==> src/hdl/ccm_pkg.sv <==
// Package for the consensus cluster mean unit.
// Holds the field widths, register indexes, reset values and request types.
// No dependencies.
package ccm_pkg;

    localparam int SAMPLE_W    = 32;
    localparam int MAX_SAMPLES = 32;
    localparam int CNT_W       = 6;
    localparam int ADDR_W      = 5;
    localparam int WIN_W       = 31;
    localparam int MINC_W      = 6;
    localparam int SUM_W       = 38;
    localparam int CFG_IDX_W   = 2;

    localparam logic [CFG_IDX_W-1:0] REG_WINDOW_HALF = 2'd0;
    localparam logic [CFG_IDX_W-1:0] REG_MIN_COUNT   = 2'd1;

    localparam logic [WIN_W-1:0]  WINDOW_RESET    = 31'd655360;
    localparam logic [MINC_W-1:0] MIN_COUNT_RESET = 6'd1;

    typedef struct packed {
        logic signed [SAMPLE_W-1:0] sample;
        logic                       is_last;
    } in_item_t;

    typedef struct packed {
        logic signed [SAMPLE_W-1:0] mean;
        logic                       valid_res;
        logic [CNT_W-1:0]           cluster_size;
        logic                       all_agree;
        logic                       overflowed;
    } out_item_t;

    typedef struct packed {
        logic signed [SAMPLE_W-1:0] sample;
        logic                       store;
        logic                       last;
        logic                       dropped;
    } cmd_t;

endpackage

==> src/hdl/ccm_ram.sv <==
// Generic single-port-write, single-port-read RAM with registered read data.
// No dependencies.
module ccm_ram #(
    parameter int WIDTH = 32,
    parameter int DEPTH = 32
) (
    input  logic                     aclk,
    input  logic                     we,
    input  logic [$clog2(DEPTH)-1:0] waddr,
    input  logic [WIDTH-1:0]         wdata,
    input  logic [$clog2(DEPTH)-1:0] raddr,
    output logic [WIDTH-1:0]         rdata
);
    logic [WIDTH-1:0] mem [DEPTH];

    always_ff @(posedge aclk) begin
        if (we) begin
            mem[waddr] <= wdata;
        end
        rdata <= mem[raddr];
    end
endmodule

==> src/hdl/ccm_front.sv <==
// Front end: accepts samples, decides whether each is stored or dropped.
// Depends on ccm_pkg.
module ccm_front (
    input  logic             aclk,
    input  logic             aresetn,
    input  logic             s_valid,
    output logic             s_ready,
    input  ccm_pkg::in_item_t s_data,
    input  logic             q_full,
    output logic             push,
    output ccm_pkg::cmd_t    push_data
);
    import ccm_pkg::*;

    logic [CNT_W-1:0] count_reg, count_next;
    logic             drop_reg, drop_next;
    logic             room;

    assign s_ready = !q_full;
    assign push    = s_valid && !q_full;
    assign room    = count_reg < CNT_W'(MAX_SAMPLES);

    always_comb begin
        push_data.sample  = s_data.sample;
        push_data.store   = room;
        push_data.last    = s_data.is_last;
        push_data.dropped = drop_reg || !room;
        count_next = count_reg;
        drop_next  = drop_reg;
        if (push) begin
            if (s_data.is_last) begin
                count_next = '0;
                drop_next  = 1'b0;
            end else begin
                if (room) begin
                    count_next = count_reg + 1'b1;
                end else begin
                    drop_next = 1'b1;
                end
            end
        end
    end

    always_ff @(posedge aclk) begin
        if (!aresetn) begin
            count_reg <= '0;
            drop_reg  <= 1'b0;
        end else begin
            count_reg <= count_next;
            drop_reg  <= drop_next;
        end
    end
endmodule

==> src/hdl/ccm_queue.sv <==
// Short request queue between the front and back ends.
// Depends on ccm_pkg.
module ccm_queue #(
    parameter int DEPTH = 4
) (
    input  logic          aclk,
    input  logic          aresetn,
    input  logic          push,
    input  ccm_pkg::cmd_t push_data,
    output logic          full,
    output logic          not_empty,
    input  logic          pop,
    output ccm_pkg::cmd_t pop_data
);
    import ccm_pkg::*;

    localparam int PTR_W = (DEPTH > 1) ? $clog2(DEPTH) : 1;
    localparam int LVL_W = $clog2(DEPTH + 1);

    cmd_t             mem [DEPTH];
    logic [PTR_W-1:0] wr_ptr_reg, rd_ptr_reg;
    logic [LVL_W-1:0] level_reg;

    function automatic logic [PTR_W-1:0] bump(input logic [PTR_W-1:0] p);
        return (p == PTR_W'(DEPTH - 1)) ? '0 : p + 1'b1;
    endfunction

    assign full      = level_reg == LVL_W'(DEPTH);
    assign not_empty = level_reg != '0;
    assign pop_data  = mem[rd_ptr_reg];

    always_ff @(posedge aclk) begin
        if (push) begin
            mem[wr_ptr_reg] <= push_data;
        end
    end

    always_ff @(posedge aclk) begin
        if (!aresetn) begin
            wr_ptr_reg <= '0;
            rd_ptr_reg <= '0;
            level_reg  <= '0;
        end else begin
            if (push) begin
                wr_ptr_reg <= bump(wr_ptr_reg);
            end
            if (pop) begin
                rd_ptr_reg <= bump(rd_ptr_reg);
            end
            if (push && !pop) begin
                level_reg <= level_reg + 1'b1;
            end else if (pop && !push) begin
                level_reg <= level_reg - 1'b1;
            end
        end
    end
endmodule

==> src/hdl/ccm_back.sv <==
// Back end: keeps the set sorted by insertion, scans for the best cluster,
// sums it and divides bit-serially. Depends on ccm_pkg and ccm_ram.
module ccm_back (
    input  logic                        aclk,
    input  logic                        aresetn,
    input  logic                        q_not_empty,
    input  ccm_pkg::cmd_t               q_data,
    output logic                        q_pop,
    input  logic [ccm_pkg::WIN_W-1:0]   window_half,
    input  logic [ccm_pkg::MINC_W-1:0]  min_count,
    output logic                        m_valid,
    input  logic                        m_ready,
    output ccm_pkg::out_item_t          m_data
);
    import ccm_pkg::*;

    localparam logic [3:0] ST_IDLE    = 4'd0;
    localparam logic [3:0] ST_INS_RD  = 4'd1;
    localparam logic [3:0] ST_INS_CMP = 4'd2;
    localparam logic [3:0] ST_SC_INIT = 4'd3;
    localparam logic [3:0] ST_SC_RDI  = 4'd4;
    localparam logic [3:0] ST_SC_GETI = 4'd5;
    localparam logic [3:0] ST_SC_RDJ  = 4'd6;
    localparam logic [3:0] ST_SC_CMPJ = 4'd7;
    localparam logic [3:0] ST_SUM_RD  = 4'd8;
    localparam logic [3:0] ST_SUM_ACC = 4'd9;
    localparam logic [3:0] ST_DIV_INI = 4'd10;
    localparam logic [3:0] ST_DIV     = 4'd11;
    localparam logic [3:0] ST_OUT     = 4'd12;

    logic [3:0]                 state_reg;
    logic signed [SAMPLE_W-1:0] key_reg, si_reg;
    logic [CNT_W-1:0]           pos_reg, n_reg, j_reg, cr_reg, k_reg, bit_reg;
    logic [ADDR_W-1:0]          i_reg, left_reg;
    logic                       last_reg, drop_reg, neg_reg, valid_reg;
    logic signed [SUM_W-1:0]    acc_reg;
    logic [SUM_W-1:0]           quo_reg;
    logic [CNT_W-1:0]           rem_reg;
    logic                       m_valid_reg;
    out_item_t                  m_data_reg;

    logic                  we;
    logic [ADDR_W-1:0]     waddr, raddr;
    logic [SAMPLE_W-1:0]   wdata, rdata;
    logic signed [SAMPLE_W-1:0] rd_s;
    logic [SAMPLE_W:0]     diff, span;
    logic                  scan_end;
    logic [CNT_W-1:0]      run_len;
    logic [CNT_W:0]        trial;
    logic                  ge;
    logic [SAMPLE_W-1:0]   quo_lo;

    ccm_ram #(.WIDTH(SAMPLE_W), .DEPTH(MAX_SAMPLES)) u_store (
        .aclk(aclk), .we(we), .waddr(waddr), .wdata(wdata),
        .raddr(raddr), .rdata(rdata)
    );

    assign rd_s    = signed'(rdata);
    assign diff    = {rdata[SAMPLE_W-1], rdata} - {si_reg[SAMPLE_W-1], si_reg};
    assign span    = {1'b0, window_half, 1'b0};
    assign run_len = j_reg - CNT_W'(i_reg);
    assign trial   = {rem_reg, quo_reg[SUM_W-1]};
    assign ge      = trial >= {1'b0, cr_reg};
    assign quo_lo  = quo_reg[SAMPLE_W-1:0];
    assign q_pop   = (state_reg == ST_IDLE) && q_not_empty;
    assign m_valid = m_valid_reg;
    assign m_data  = m_data_reg;

    always_comb begin
        we       = 1'b0;
        waddr    = pos_reg[ADDR_W-1:0];
        wdata    = key_reg;
        raddr    = '0;
        scan_end = 1'b0;
        unique case (state_reg)
            ST_INS_RD: begin
                if (pos_reg == '0) begin
                    we = 1'b1;
                end else begin
                    raddr = ADDR_W'(pos_reg - 1'b1);
                end
            end
            ST_INS_CMP: begin
                we = 1'b1;
                if (rd_s > key_reg) begin
                    wdata = rdata;
                end
            end
            ST_SC_RDI: raddr = i_reg;
            ST_SC_RDJ: begin
                if (j_reg < n_reg) begin
                    raddr = j_reg[ADDR_W-1:0];
                end else begin
                    scan_end = 1'b1;
                end
            end
            ST_SC_CMPJ: scan_end = diff > span;
            ST_SUM_RD: raddr = ADDR_W'(CNT_W'(left_reg) + k_reg);
            default: ;
        endcase
    end

    always_ff @(posedge aclk) begin
        if (!aresetn) begin
            state_reg   <= ST_IDLE;
            n_reg       <= '0;
            m_valid_reg <= 1'b0;
        end else begin
            if (m_valid_reg && m_ready && state_reg != ST_OUT) begin
                m_valid_reg <= 1'b0;
            end
            unique case (state_reg)
                ST_IDLE: begin
                    if (q_not_empty) begin
                        key_reg  <= q_data.sample;
                        last_reg <= q_data.last;
                        drop_reg <= q_data.dropped;
                        pos_reg  <= n_reg;
                        if (q_data.store) begin
                            state_reg <= ST_INS_RD;
                        end else if (q_data.last) begin
                            state_reg <= ST_SC_INIT;
                        end
                    end
                end
                ST_INS_RD: begin
                    if (pos_reg == '0) begin
                        n_reg     <= n_reg + 1'b1;
                        state_reg <= last_reg ? ST_SC_INIT : ST_IDLE;
                    end else begin
                        state_reg <= ST_INS_CMP;
                    end
                end
                ST_INS_CMP: begin
                    if (rd_s > key_reg) begin
                        pos_reg   <= pos_reg - 1'b1;
                        state_reg <= ST_INS_RD;
                    end else begin
                        n_reg     <= n_reg + 1'b1;
                        state_reg <= last_reg ? ST_SC_INIT : ST_IDLE;
                    end
                end
                ST_SC_INIT: begin
                    i_reg     <= ADDR_W'(n_reg >> 1);
                    left_reg  <= ADDR_W'(n_reg >> 1);
                    cr_reg    <= CNT_W'(1);
                    state_reg <= ST_SC_RDI;
                end
                ST_SC_RDI: state_reg <= ST_SC_GETI;
                ST_SC_GETI: begin
                    si_reg    <= rd_s;
                    j_reg     <= CNT_W'(i_reg) + 1'b1;
                    state_reg <= ST_SC_RDJ;
                end
                ST_SC_RDJ, ST_SC_CMPJ: begin
                    if (scan_end) begin
                        if (run_len > cr_reg) begin
                            cr_reg   <= run_len;
                            left_reg <= i_reg;
                        end
                        if (i_reg == '0) begin
                            k_reg     <= '0;
                            acc_reg   <= '0;
                            state_reg <= ST_SUM_RD;
                        end else begin
                            i_reg     <= i_reg - 1'b1;
                            state_reg <= ST_SC_RDI;
                        end
                    end else if (state_reg == ST_SC_RDJ) begin
                        state_reg <= ST_SC_CMPJ;
                    end else begin
                        j_reg     <= j_reg + 1'b1;
                        state_reg <= ST_SC_RDJ;
                    end
                end
                ST_SUM_RD: state_reg <= (k_reg < cr_reg) ? ST_SUM_ACC : ST_DIV_INI;
                ST_SUM_ACC: begin
                    acc_reg   <= acc_reg + SUM_W'(rd_s);
                    k_reg     <= k_reg + 1'b1;
                    state_reg <= ST_SUM_RD;
                end
                ST_DIV_INI: begin
                    valid_reg <= {1'b0, cr_reg} >= {1'b0, min_count};
                    neg_reg   <= acc_reg < 0;
                    quo_reg   <= (acc_reg < 0) ? SUM_W'(-acc_reg) : acc_reg;
                    rem_reg   <= '0;
                    bit_reg   <= CNT_W'(SUM_W);
                    state_reg <= ({1'b0, cr_reg} >= {1'b0, min_count}) ? ST_DIV : ST_OUT;
                end
                ST_DIV: begin
                    rem_reg <= ge ? CNT_W'(trial - {1'b0, cr_reg}) : trial[CNT_W-1:0];
                    quo_reg <= {quo_reg[SUM_W-2:0], ge};
                    bit_reg <= bit_reg - 1'b1;
                    if (bit_reg == CNT_W'(1)) begin
                        state_reg <= ST_OUT;
                    end
                end
                ST_OUT: begin
                    if (!m_valid_reg || m_ready) begin
                        m_valid_reg             <= 1'b1;
                        m_data_reg.mean         <= !valid_reg ? '0 :
                                                   (neg_reg ? -quo_lo : quo_lo);
                        m_data_reg.valid_res    <= valid_reg;
                        m_data_reg.cluster_size <= cr_reg;
                        m_data_reg.all_agree    <= cr_reg == n_reg;
                        m_data_reg.overflowed   <= drop_reg;
                        n_reg                   <= '0;
                        state_reg               <= ST_IDLE;
                    end
                end
                default: state_reg <= ST_IDLE;
            endcase
        end
    end
endmodule

==> src/hdl/consensus_cluster_mean_unit.sv <==
// After the last sample of a set, the back end runs the sorted insertion, the cluster scan,
// the summing and the bit-serial divider in turn; the finished result then waits while the
// result register still holds a result that m_ready has not taken.
// Each stored sample is inserted in sorted order before the back end pops the next request.
// Reset: synchronous, active low; clears counts, queue and result valid, and
// restores the register defaults. The sample store is not cleared.
module consensus_cluster_mean_unit #(
    parameter int QUEUE_DEPTH = 4
) (
    input  logic                           aclk,
    input  logic                           aresetn,
    input  logic                           s_valid,
    output logic                           s_ready,
    input  ccm_pkg::in_item_t              s_data,
    output logic                           m_valid,
    input  logic                           m_ready,
    output ccm_pkg::out_item_t             m_data,
    input  logic                           cfg_wr_en,
    input  logic [ccm_pkg::CFG_IDX_W-1:0]  cfg_index,
    input  logic [ccm_pkg::WIN_W-1:0]      cfg_data
);
    import ccm_pkg::*;

    logic              q_full, q_not_empty, push, pop;
    cmd_t              push_data, pop_data;
    logic [WIN_W-1:0]  window_reg;
    logic [MINC_W-1:0] min_count_reg;

    always_ff @(posedge aclk) begin
        if (!aresetn) begin
            window_reg    <= WINDOW_RESET;
            min_count_reg <= MIN_COUNT_RESET;
        end else if (cfg_wr_en) begin
            if (cfg_index == REG_WINDOW_HALF) begin
                window_reg <= cfg_data;
            end else if (cfg_index == REG_MIN_COUNT) begin
                min_count_reg <= cfg_data[MINC_W-1:0];
            end
        end
    end

    ccm_front u_front (
        .aclk(aclk), .aresetn(aresetn), .s_valid(s_valid), .s_ready(s_ready),
        .s_data(s_data), .q_full(q_full), .push(push), .push_data(push_data)
    );

    ccm_queue #(.DEPTH(QUEUE_DEPTH)) u_queue (
        .aclk(aclk), .aresetn(aresetn), .push(push), .push_data(push_data),
        .full(q_full), .not_empty(q_not_empty), .pop(pop), .pop_data(pop_data)
    );

    ccm_back u_back (
        .aclk(aclk), .aresetn(aresetn), .q_not_empty(q_not_empty), .q_data(pop_data),
        .q_pop(pop), .window_half(window_reg), .min_count(min_count_reg),
        .m_valid(m_valid), .m_ready(m_ready), .m_data(m_data)
    );

    a_invalid_mean_zero: assert property (@(posedge aclk) disable iff (!aresetn)
        m_valid && !m_data.valid_res |-> m_data.mean == '0)
        else $error("invalid result carries a non-zero mean");

    a_cluster_nonempty: assert property (@(posedge aclk) disable iff (!aresetn)
        m_valid |-> m_data.cluster_size != '0 && m_data.cluster_size <= CNT_W'(MAX_SAMPLES))
        else $error("cluster size out of range");

    a_reset_clears_valid: assert property (@(posedge aclk)
        !aresetn |=> !m_valid)
        else $error("result valid after reset");
endmodule

==> config.mk <==
export PLATFORM = sky130hd
export DESIGN_NAME = consensus_cluster_mean_unit
export DESIGN_NICKNAME = d
export VERILOG_FILES = /design/src/hdl/ccm_pkg.sv /design/src/hdl/ccm_ram.sv /design/src/hdl/ccm_front.sv /design/src/hdl/ccm_queue.sv /design/src/hdl/ccm_back.sv /design/src/hdl/consensus_cluster_mean_unit.sv
export SDC_FILE = /design/constraint.sdc
export NUM_CORES = 2
export LEC_CHECK = 0
export BUFFER_PORTS_ARGS = -buffer_cell sky130_fd_sc_hd__buf_2
export CORE_MARGIN = 10
export CORE_UTILIZATION = 50
export CTS_BUF_LIST = sky130_fd_sc_hd__clkbuf_8 sky130_fd_sc_hd__clkbuf_16
export DETAILED_ROUTE_END_ITERATION = 16
export PLACE_DENSITY_LB_ADDON = 0.1
export SYNTH_ARGS = -nofsm -noshare
export SYNTH_HDL_FRONTEND = slang
export SYNTH_HIERARCHICAL = 1
export SYNTH_SLANG_ARGS = --single-unit
==> constraint.sdc <==
create_clock -name aclk -period 4.9 [get_ports aclk]
set_input_delay 0.735 -clock aclk [delete_from_list [all_inputs] [get_ports aclk]]
set_output_delay 0.735 -clock aclk [all_outputs]
set_load 0.02 [all_outputs]
==> results.yml <==
outcome:
  status: "completed"
detailed_routing:
  ant_nets: 0
  drc_errors: 0
  wl_um: 171600
  vias: 38910
  first_pass_iters: 6
  drt_iter0_drc: 3538
  avgViaCountPerCell: 5.825
  wl_per_cell_um: 25.68
synth:
  synth.distinct_cells: 84
  syn_avg_cell_area_um2: 14.57
  synthFlopType: "edfxtp_1"
  synth_warnings: 6
  synth-async-reset-ratio_pct: 0
  synthesis.nets: 4760
  syn_area_mm2: 0.06556
  synth_edf_count: 1395
  synth_cells: 4498
  ys_seq_area_share_pct: 66.83
  ys_ff_latch: 1491
place:
  dp_hpwl_um: 109900
  dpl.cell_count: 6380
  placement.io_buffers: 113
  dpl_cell_area_mm2: 0.06978
  globalplace.congestion: 0.8902
global_routing:
  gr-usage-met3_pct: 4.013
  grt_use_met2_pct: 36.37
  use_met1_pct: 33.06
  antenna_found_initial: 11
  grtUsageTotal_pct: 23.03
  grt_pass1_wl_um: 252400
  grt_max_degree: 67
  grt-ovfl-total: 0
  grt-busiest-layer: "met2"
  grt_pass1_vias: 37610
clocking:
  cts_sinks: 1491
  clk_latency_ps: 800
  clockRootBuffer: "clkbuf_16"
  htreeDepth: 4
  numCtsBuffers: 160
  cts_tree: "yes"
  clockBufferDepth: 3
  clkSlewWorstSetupHoldPaths_ps: 60
setup_path:
  rr_startpoint: "u_back/si_reg[7]"
  reg2reg_slack_ps: 90
  cpMostUsedCell: "a21o_1"
  crit_slowest_cell: "edfxtp_1"
  cp-start-kind: "register"
  r2r_end: "u_back/j_reg[0]"
  worst-path-stages: 23
  cp_cell_sequence: "inv_2, ha_4, a21o_1, a21o_1, a2111oi_4, o2111ai_2, nand2_2, o21ai_4, a21o_1, a21oi_2, xnor2_1, ha_1, a21o_1, a21o_1, a21oi_1, o21ai_2, a2111oi_4, a31o_4, a31oi_4, buf_6, buf_6, a21oi_2, buf_6"
  worstSetupEndpointType: "register"
  path_delay_family: "compound AO/OA/AOI/OAI gates"
  path_class: "register to register"
  critPathBufInv: 4
  critPathMaxStageDelay_ps: 380
  r2r_cells: 23
  cp_max_fo: 6
  crit_arrival_ps: 5290
  cp_data_required_time_ps: 5390
final_layout:
  finalNetCount: 5066
  design_area_mm2: 0.07526
  drive_above_1_share_pct: 15.22
  layout.cells.non_filler: 6680
  n_fill_cell: 10250
  multi_input_area_mm2: 0.02027
  post-route-util_pct: 57.98
  syn_to_final_growth_pct: 14.81
  regArea_mm2: 0.04381
  largest_reg_flops: 1024
timing:
  rsz0062_at_grt: "true"
  relSlewSlack_pct: 29.50
  setup_tns_ps: 0
  maxSlewViolCount: 0
  finalHoldViolCount: 0
  finalCritPeriodShare_pct: 98.11
  max_freq_ghz: 0.2080
  tightestPinTransition_ps: 1055
  min_period_ps: 4807
  setup_viol_count_final: 0
  fin_skew_ps: 40.16
power_and_ir_drop:
  vdd_drop_max_mv: 0.3822
  power_mw: 40.86
  power.density_mw_per_mm2: 542.9
  p_leak_nw: 25.89
hold_path:
  hold_class: "primary input to register"
  hold_path.startpoint: "s_data[8]"
  hold_end: "u_queue/mem[1][10]"
  holdPathStages: 1
run:
  maxCapViolCount: 0
die:
  die_h_um: 382.1
  die_w_um: 382.1
  num_rows: 132
  die-area_mm2: 0.1460
  top_level_ports: 114
  coreArea_mm2: 0.1298
  initial_core_util_pct: 50.50
-- Yosys cell counts, drive strengths merged (11+ instances only) --
| cell | number | area (um2) |
|---|---|---|
| a211oi | 13 | 97.59 |
| a21boi | 12 | 90.08 |
| a21o | 63 | 473.0 |
| a21oi | 215 | 1080 |
| a22o | 64 | 560.5 |
| a22oi | 98 | 735.7 |
| a31oi | 43 | 269.0 |
| and2 | 40 | 250.2 |
| and3 | 29 | 181.4 |
| buf | 139 | 1027 |
| clkbuf | 86 | 331.6 |
| dfxtp | 96 | 1922 |
| edfxtp | 1395 | 41890 |
| ha | 185 | 2315 |
| inv | 177 | 664.4 |
| mux2 | 31 | 349.1 |
| mux2i | 554 | 5545 |
| mux4 | 35 | 807.0 |
| nand2 | 283 | 1065 |
| nand2b | 30 | 210.2 |
| nand3 | 133 | 665.6 |
| nand4 | 26 | 162.7 |
| nor2 | 163 | 611.8 |
| nor2b | 34 | 212.7 |
| nor3 | 64 | 320.3 |
| nor4 | 11 | 105.1 |
| o21a | 28 | 210.2 |
| o21ai | 134 | 670.7 |
| o31ai | 17 | 127.6 |
| or3 | 22 | 142.6 |
| or4 | 15 | 120.1 |
| xnor2 | 73 | 639.4 |
| xor2 | 68 | 595.6 |
-- area by class of cell --
cell class | count | share of cell area [%]
sequential | 1491 | 58.21
multi-input combinational | 2605 | 26.93
clock buffer | 166 | 5.459
timing repair buffer | 369 | 4.166
tap | 1742 | 2.896
clock inverter | 126 | 1.440
inverter | 177 | 0.8827
antenna | 4 | 0.01330
-- metrics by stage --
| stage | worst slack (ps) | hold WS, ps |
|---|---|---|
| 6_report | 92.70 | 147.5 |
| 5_1_grt | -120.0 | 123.5 |
| 4_1_cts | 3.487 | 86.66 |
| 3_5_place_dp | -333.0 | 448.0 |
| 3_3_place_gp | -262.3 | 440.0 |
| 2_1_floorplan | 106.0 | 400.3 |
-- layer usage --
metal / part of all wire, % / wire [um] / vias to the layer above
li1: - / - / 17790
met1: 44 / 76340 / 19610
met2: 46 / 79550 / 1260
met3: 7.0 / 12000 / 254
met4: 2.1 / 3619 / 10
met5: 0.034 / 59 / -
-- worst register-to-register path, stage by stage, from the launching register on --
cell,delay (ps)
edfxtp_1,380
inv_2,70
ha_4,190
a21o_1,150
a21o_1,190
a2111oi_4,380
o2111ai_2,250
nand2_2,160
o21ai_4,90
a21o_1,210
a21oi_2,140
xnor2_1,150
ha_1,280
a21o_1,160
a21o_1,170
a21oi_1,200
o21ai_2,110
a2111oi_4,290
a31o_4,250
a31oi_4,110
buf_6,170
buf_6,120
a21oi_2,140
buf_6,150
-- layout by cell type, fill, tap and decap left out, types with 21 or more instances in the layout --
cell	count
and3_1	24
a21oi_1	205
a21o_1	63
a22o_1	64
clkinv_1	37
nand4_1	26
nor3_1	64
buf_2	112
a31oi_1	42
dfxtp_1	95
edfxtp_1	1395
buf_12	49
nor2_1	126
xor2_1	68
inv_1	216
o21ai_0	111
nor2b_1	32
nand2b_1	23
nand2_1	279
a22oi_1	98
ha_1	183
nor2_4	35
mux2i_1	554
nand3_1	132
mux4_2	30
o21a_1	28
and2_1	33
or3_1	21
clkbuf_16	163
xnor2_1	72
buf_4	203
-- worst max path at each step --
stage,endpoint,startpoint
4_1_cts,u_back/j_reg[0],u_back/si_reg[11]
3_3_place_gp,u_back/j_reg[5],u_back/si_reg[7]
3_5_place_dp,u_back/i_reg[3],u_back/si_reg[7]
6_report,u_back/j_reg[0],u_back/si_reg[7]
2_1_floorplan,u_back/acc_reg[0],u_back/si_reg[16]
5_1_grt,u_back/left_reg[2],u_back/si_reg[7]
-- kinds of logic after synthesis --
family	after synthesis	synth area share, %
flops	1491	66.83
simple gates	893	6.724
compound gates	760	7.537
mux	620	10.22
buf+inv	402	3.086
fa+ha+maj	191	3.714
xor+xnor	141	1.884
-- where the power goes --
part | switching [mW] | leakage [nW] | internal [mW]
logic | 8.01 | 9.82 | 4.79
clock network | 5.00 | 2.68 | 6.83
registers | 0.462 | 13.4 | 15.8
total | 13.5 | 25.9 | 27.4
-- repair_timing --
action                                  CTS  global route
endpoints found under the setup margin   68            68
gates resized for setup                  15            38
endpoints found under the hold margin     0             0
cloned                                    0             1
hold buffers                              0             0
pin swaps                                 7            26
buffers inserted                          0             3
(Power assumes the default switching activity.)
